File: src/hdl/nnu_ram.sv
`timescale 1ns / 1ps
// ----------------------------------------------------------------------------
// Generic simple dual-port RAM
// One write port, one read port with registered read data.
// ----------------------------------------------------------------------------
module nnu_ram #(
   parameter int WIDTH = 8,
   parameter int DEPTH = 16
) (
   input  logic                     clock,
   input  logic                     wr_en,
   input  logic [$clog2(DEPTH)-1:0] wr_addr,
   input  logic [WIDTH-1:0]         wr_data,
   input  logic                     rd_en,
   input  logic [$clog2(DEPTH)-1:0] rd_addr,
   output logic [WIDTH-1:0]         rd_data
);

   logic [WIDTH-1:0] mem_ff [DEPTH];
   logic [WIDTH-1:0] rd_data_ff;

   always_ff @(posedge clock) begin
      if (wr_en) begin
         mem_ff[wr_addr] <= wr_data;
      end
      // hold read data until the next read
      if (rd_en) begin
         rd_data_ff <= mem_ff[rd_addr];
      end
   end

   assign rd_data = rd_data_ff;

endmodule

File: config.mk
export PLATFORM = sky130hd
export DESIGN_NAME = nnu_ram
export DESIGN_NICKNAME = d
export VERILOG_FILES = /design/src/hdl/nnu_ram.sv
export SDC_FILE = /design/constraint.sdc
export NUM_CORES = 1
export LEC_CHECK = 0
export BUFFER_PORTS_ARGS = -buffer_cell sky130_fd_sc_hd__buf_4
export CAP_MARGIN = 30
export CORE_ASPECT_RATIO = 1.5
export CORE_MARGIN = 1.5
export CORE_UTILIZATION = 35
export DETAILED_ROUTE_END_ITERATION = 7
export PLACE_DENSITY = 0.57
export SYNTH_ARGS = -nofsm -noshare
export SYNTH_HDL_FRONTEND = slang
export SYNTH_SLANG_ARGS = --single-unit
File: constraint.sdc
create_clock -name clock -period 2.4 [get_ports clock]
set_input_delay 0.6 -clock clock [delete_from_list [all_inputs] [get_ports clock]]
set_output_delay 0.6 -clock clock [all_outputs]
set_load 0.02 [all_outputs]
==> flow_summary.toml, run 1 <==
[cts]
hold_buffers = 0
clock_latency_ps = 410
cts_tree = "yes"
ctsHtreeMaxLevel = 4
clockRootBuffer = "clkbuf_16"
cts_setup_buffers = 0
numClockSinks = 136
cts.path.max_buffers = 2
path_clk_slew_ps = 60
numCtsBuffers = 17
cts_resized = 0

[worst_setup_path]
reg2reg_depth = 3
required_ps = 2560
rrSetupSlack_ps = 910
worstSetupStartpointType = "input pin"
crit_type = "in2reg"
r2r_end = "rd_data[3]"
cp.arrival_ps = 1840
cp_max_fo = 15
end_kind = "flip-flop"
r2r_start = "mem_ff[6][3]"

[min_path]
min_to = "rd_data[4]"
hp-class = "in2reg"
hold_depth = 1
hold_path_startpoint = "rd_en"

[timing]
period_share_pct = 70.2
rsz0062_at_grt = "false"
setup_ws_ps = 714
final-setup-viol-count = 0
report.final.slew_viol_count = 0
fmax_mhz = 593
relSlewSlack_pct = 69.7
hold_viol_final = 0
worstMarginPinSlew_ps = 454
fin_crit_ps = 1690
finalClockSkew_ps = 5.91
setup-tns-final_ps = 0

[run]
cap_viol_max_count = 0

[drt]
vias_per_cell = 4.92
drt_wl_total_mm = 10.1
drc_errors = 0
dr.pass1.iters = 4
wire_per_inst_microns = 20.4
ant_nets = 0
vias = 2431
dr.first_iter.drc_count = 216

[place]
place_hpwl_mm = 6.56
globalplace.congestion = 0.718
io_buffers = 26
dp.cells = 462
dp_slack_ps = 295

[global_routing]
grt_usage_pct = 14.4
grt_pass1_vias = 2615
grt_max_degree = 32
antenna_found_initial = 0
grt_overflow_total = 0
grt_pass1_wl_mm = 15.6

[floorplan]
die_h_microns = 153
die_w_microns = 103
rows = 54
die_area_sq_um = 15700
core_area_sq_um = 14600
start_util_pct = 35.8
ios = 27

[yosys]
synth_area_per_cell_sq_um = 22.8
ys_warn_count = 0
ys_types = 18
yosys_register_bits = 136
synth_area_sq_um = 5230
yosysSeqAreaShare_pct = 78.1
syn_inst = 229
syn_nets = 248

[power_and_ir_drop]
combPwrFrac_pct = 4.9
power_density_nw_per_um2 = 870
sw_frac_of_total_pct = 21.4
internal_power_mw = 4.35
peakVddDrop_uv = 407
power_leakage_nw = 2.13
clkPwrFrac_pct = 46.5
seqPwrFrac_pct = 48.6
p_switching_mw = 1.18

[cells_and_area]
drive_gt1_share_pct = 32.9
fin_nets = 304
layout.cells.most_common_list = "edfxtp_1, buf_4, mux4_2"
fin_cells = 494
antenna_cells = 0
mostFrequentLayoutCell = "edfxtp_1"
area_delta_synth_final_pct = 21.7

[status]
outcome = "complete, no violations"
metal layers:
| layer | wire [microns] | track usage (%) |
|---|---|---|
| met1 | 4180 | 17.6 |
| met2 | 5460 | 23.8 |
| met3 | 275 | 2.94 |
| met4 | 179 | 7.59 |
| met5 | 0 | 0 |
through the flow:
step                      hold slack [ps]  util [%]  total power [mW]  area [sq um]
after floorplan                       699         -              2.89          5230
after global placement                729      39.5              3.01          5760
after detailed placement              729      39.5              3.02          5760
after CTS                             467      43.6              5.60          6360
after global routing                  472      43.6              5.73          6360
final                                 479      43.6              5.53          6360
power by group through the flow:
stage | Clock, mW | Combinational, mW | Sequential (mW)
2_1_floorplan | 0 | 0.135 | 2.75
5_1_grt | 2.75 | 0.297 | 2.69
3_3_place_gp | 0 | 0.275 | 2.74
6_report | 2.57 | 0.273 | 2.69
4_1_cts | 2.63 | 0.280 | 2.69
3_5_place_dp | 0 | 0.280 | 2.74
logic make-up after synthesis:
logic type / share of synthesized area, %
AO/OA/AOI/OAI: 2.30
buffers and inverters: 1.65
flip-flops: 78.1
AND/OR/NAND/NOR: 3.14
multiplexers: 14.8
cell type report:
cell class | instances | area [sq um]
multi-input cells | 83 | 1060
clock buffers | 17 | 425
flip-flops and latches | 136 | 4080
fillers | 1294 | 8230
well taps | 196 | 245
repair buffers | 47 | 378
clock inverters | 15 | 170
cells in the mapped netlist:
master | instances | area share [%]
nor2_1 | 13 | 0.93
mux4_1 | 14 | 7.0
buf_4 | 1 | 0.14
nor3_1 | 4 | 0.38
or3b_2 | 1 | 0.17
nand2_1 | 9 | 0.65
edfxtp_1 | 136 | 78
nand3b_1 | 2 | 0.29
buf_6 | 3 | 0.65
clkdlybuf4s25_2 | 3 | 0.57
and2b_1 | 1 | 0.14
nand2b_1 | 2 | 0.24
nand3_1 | 1 | 0.096
buf_2 | 3 | 0.29
mux4_2 | 18 | 7.8
nor2b_1 | 1 | 0.12
a22oi_1 | 16 | 2.3
and2_1 | 1 | 0.12
worst max-delay path, cell delays in order:
cell	delay [ps]
buf_4	110
buf_12	160
mux4_1	610
a22oi_1	240
nand2_1	90
how the worst max path moves through the flow:
stage	from	end	slack, ps	cells after the start
after floorplan	wr_addr[2]	mem_ff[0][0]	310	2
after global placement	rd_addr[0]	rd_data[3]	310	5
after detailed placement	rd_addr[0]	rd_data[3]	290	5
after CTS	rd_addr[0]	rd_data[3]	740	5
after global routing	rd_addr[0]	rd_data[3]	660	5
final	rd_addr[0]	rd_data[3]	710	5
flip-flops by register name, indices dropped and copies added, names as in the netlist:
name     flops
rd_data      8
mem_ff     128
(Power assumes the default switching activity.)
==> run 2, diff against run 1 <==
clock period = 1.6 ns   (was 2.4 ns; I/O delays follow)
==> flow_summary.toml, run 2 (synthesis results as in run 1) <==
[drt]
dr.first_iter.drc_count = 162
wl_met3_microns = 428
maxUsedRoutingLayer = "met4"
wire_per_inst_microns = 20.2
dr.pass1.iters = 5
vias = 2451
met1Wirelength_mm = 3.86
ant_nets = 0
wl_met2_mm = 5.63
drc_errors = 0
drt_wl_total_mm = 10.1
vias_per_cell = 4.89

[timing]
fin_crit_ps = 1470
fmax_mhz = 682
report.final.slew_viol_count = 0
hold_ws_ps = 296
hold_viol_final = 0
period_share_pct = 91.7
final-setup-viol-count = 0
relSlewSlack_pct = 48.0
finalClockSkew_ps = 5.40
rsz0062_at_grt = "false"
worstMarginPinSlew_ps = 777

[worst_setup_path]
end_kind = "flip-flop"
cp_max_fo = 1
required_ps = 1740
crit_type = "reg2reg"
worstSetupStartpointType = "flip-flop"
cp.arrival_ps = 1610

[global_routing]
antenna_found_initial = 0
grt_usage_pct = 13.9
grt_overflow_total = 0
grt_max_degree = 20
grt_pass1_wl_mm = 15.3
grt_pass1_vias = 2602

[cts]
clock_latency_ps = 410
cts.path.max_buffers = 2
numCtsBuffers = 17
cts_setup_buffers = 0
clockRootBuffer = "clkbuf_16"
path_clk_slew_ps = 60
ctsHtreeMaxLevel = 4
numClockSinks = 136
cts_tree = "yes"
hold_buffers = 0
cts_resized = 0

[run]
cap_viol_max_count = 0

[power_and_ir_drop]
power_density_nw_per_um2 = 1300
combPwrFrac_pct = 5.1
sw_frac_of_total_pct = 19.6
internal_power_mw = 6.63
clkPwrFrac_pct = 45.9
p_switching_mw = 1.62
seqPwrFrac_pct = 48.9
finalPower_mw = 8.25
peakVddDrop_uv = 661
power_leakage_nw = 2.10

[cells_and_area]
stdcell_area_sq_um = 6360
fillers = 1280
antenna_cells = 0
largest_register = "mem_ff"
area_delta_synth_final_pct = 21.7
layout.cells.most_common_list = "edfxtp_1, buf_4, mux4_2"
largest_register_ffs = 128
drive_gt1_share_pct = 37.7
fin_nets = 311
mostFrequentLayoutCell = "edfxtp_1"

[place]
place_hpwl_mm = 7.03
post_dp_cell_area_sq_um = 5770
io_buffers = 26
globalplace.congestion = 0.775

[floorplan]
die_area_sq_um = 15700
start_util_pct = 35.8
die_h_microns = 153
rows = 54
core_area_sq_um = 14600
die_w_microns = 103
ios = 27

[status]
outcome = "complete, no violations"

[min_path]
hp-class = "in2reg"
run 2: critical path: stages (launching register included):
cell	delay (ps)
edfxtp_1	370
mux4_2	470
a22oi_1	240
nand2_1	120
run 2: power groups by stage:
stage	clock [mW]	combinational, mW	sequential (mW)
after detailed placement	0	0.432	4.11
after floorplan	0	0.221	4.13
after global placement	0	0.423	4.11
after CTS	3.86	0.433	4.04
final	3.79	0.423	4.04
after global routing	3.98	0.458	4.04
run 2: final timing paths:
| check | from | cells past startpoint | slack, ps | endpoint |
|---|---|---|---|---|
| worst max register to register | mem_ff[0][7] | 3 | 130 | rd_data[7] |
| worst min register to register | mem_ff[14][4] | 3 | 750 | rd_data[4] |
| worst min-delay path | wr_data[0] | 1 | 300 | mem_ff[5][0] |
| worst max-delay path | mem_ff[0][7] | 3 | 130 | rd_data[7] |
run 2: stage by stage:
step                      setup TNS (ps)  setup slack (ps)  std cells  util (%)
final                                  0               133        501      43.6
after global routing                   0              77.9        501      43.6
after CTS                              0               125        501      43.6
after detailed placement           -4200              -261        469      39.6
after global placement             -3450              -253        469      39.6
after floorplan                    -1990             -66.1        229         -
run 2: area by class of cell:
cell class | count | area, sq um | area share [%]
sequential | 136 | 4080 | 64.2
tap | 196 | 245 | 3.86
clock buffer | 18 | 429 | 6.75
multi-input combinational | 83 | 1010 | 15.9
timing repair buffer | 54 | 430 | 6.77
clock inverter | 14 | 158 | 2.48
run 2: metal layers:
layer | up-vias | GRT usage, %
li1 | 1092 | -
met1 | 1266 | 15.8
met2 | 81 | 24.5
met3 | 12 | 3.81
met4 | 0 | 5.08
met5 | - | 0
==> run 3, diff against run 2 <==
clock period = 1.5 ns   (was 1.6 ns; I/O delays follow)
==> flow_summary.toml, run 3 (synthesis results as in run 1) <==
[cells_and_area]
largest_register = "mem_ff"
mostFrequentLayoutCell = "edfxtp_1"
area_delta_synth_final_pct = 24.0
drive_gt1_share_pct = 39.9
layout.cells.most_common_list = "edfxtp_1, buf_4, mux4_2"
fillers = 1282
fin_nets = 314
fin_cells = 504
largest_register_ffs = 128
multi_input_area_sq_um = 1060
regArea_sq_um = 4080
utilization_pct = 44.4
antenna_cells = 0

[cts]
path_clk_slew_ps = 60
numClockSinks = 136
clockRootBuffer = "clkbuf_16"
ctsHtreeMaxLevel = 4
cts.path.max_buffers = 2
numCtsBuffers = 17
cts_setup_buffers = 0
clock_latency_ps = 420
cts_tree = "yes"

[worst_setup_path]
crit_chain = "mux4_2, a22oi_2, nand2_1"
slowest_stage = "mux4_2"
rrSetupSlack_ps = 20
end_kind = "flip-flop"
worstSetupStartpointType = "flip-flop"
cp.arrival_ps = 1630
cpPeakStageDelay_ps = 500
r2r_start = "mem_ff[3][7]"
r2r_end = "rd_data[7]"
cp.buffers_inverters = 0
cp_max_fo = 1
startpoint = "mem_ff[3][7]"
reg2reg_depth = 3
cp_top_family = "multiplexers"
required_ps = 1650
crit_end = "rd_data[7]"
crit_type = "reg2reg"
path_depth = 3

[power_and_ir_drop]
clkPwrFrac_pct = 46.0
finalPower_mw = 8.86
combPwrFrac_pct = 5.4
internal_power_mw = 7.09
seqPwrFrac_pct = 48.6
p_switching_mw = 1.77
power_density_nw_per_um2 = 1370
peakVddDrop_uv = 650
sw_frac_of_total_pct = 20.0
power_leakage_nw = 2.16

[place]
place_hpwl_mm = 7.20
globalplace.congestion = 0.711
io_buffers = 26
dp.cells = 472

[drt]
drt_wl_total_mm = 10.5
dr.first_iter.drc_count = 143
drc_errors = 0
dr.pass1.iters = 4
wire_per_inst_microns = 20.9
vias = 2459
vias_per_cell = 4.88
ant_nets = 0

[floorplan]
core_area_sq_um = 14600
die_area_sq_um = 15700
ios = 27
die_w_microns = 103
rows = 54
start_util_pct = 35.8
die_h_microns = 153

[global_routing]
grt_overflow_total = 0
grt.met3_usage_pct = 3.76
grt_max_degree = 17
grt_util_met2_pct = 25.5
antenna_found_initial = 0
grt_pass1_wl_mm = 16.2
grt_pass1_vias = 2715
busiest_layer = "met2"
grt_usage_pct = 15.0
use_met1_pct = 17.8

[timing]
period_share_pct = 98.5
finalClockSkew_ps = 7.17
hold_viol_final = 0
relSlewSlack_pct = 46.9
rsz0062_at_grt = "false"
fmax_mhz = 677
worstMarginPinSlew_ps = 795
final-setup-viol-count = 0
report.final.slew_viol_count = 0
fin_crit_ps = 1480

[status]
outcome = "complete, no violations"

[min_path]
hp-class = "in2reg"

[run]
cap_viol_max_count = 0
-- run 3: cell type report --
cell class              count  share of cell area (%)
clock buffers              17                    6.56
clock inverters            15                    2.45
multi-input cells          83                    16.4
flip-flops and latches    136                    63.0
well taps                 196                    3.78
repair buffers             57                    7.82
-- run 3: routing by layer --
layer	part of all wire [%]	routed length [microns]
met5	0	0
met2	53	5630
met3	3.7	388
met4	2.5	261
met1	40	4250
-- run 3: worst min path at each step --
stage / start / slack (ps) / to / depth (start not counted)
floorplan: wr_data[0] / 470 / mem_ff[0][0] / 0
global placement: wr_data[0] / 680 / mem_ff[8][0] / 1
detailed placement: wr_data[7] / 700 / mem_ff[2][7] / 1
CTS: wr_data[7] / 270 / mem_ff[2][7] / 1
global route: rd_en / 270 / rd_data[5] / 1
finish: wr_data[0] / 260 / mem_ff[9][0] / 1
-- run 3: worst register-to-register path: stages (launching register included) --
cell	delay, ps
edfxtp_1	370
mux4_2	500
a22oi_2	240
nand2_1	110
-- run 3: through the flow --
step	cell area [sq um]	setup slack, ps	TNS, ps	hold WS [ps]
global route	6480	14.7	0	274
detailed placement	5880	-385	-6110	699
CTS	6470	16.9	0	266
finish	6480	22.7	0	258
global placement	5880	-338	-5860	679
floorplan	5260	-94.0	-637	474
-- run 3: power groups by stage --
stage	sequential, mW	combinational, mW	clock, mW
after floorplan	4.40	0.237	0
after global placement	4.38	0.477	0
after detailed placement	4.39	0.485	0
after CTS	4.31	0.489	4.14
after global routing	4.31	0.524	4.29
final	4.31	0.480	4.07
-- run 3: timing repair --
| item | 4_1_cts | 5_1_grt |
|---|---|---|
| cloned | 0 | 0 |
| hold buffers | 0 | 0 |
| setup endpoints to repair | 1 | 2 |
| resized for setup | 1 | 2 |
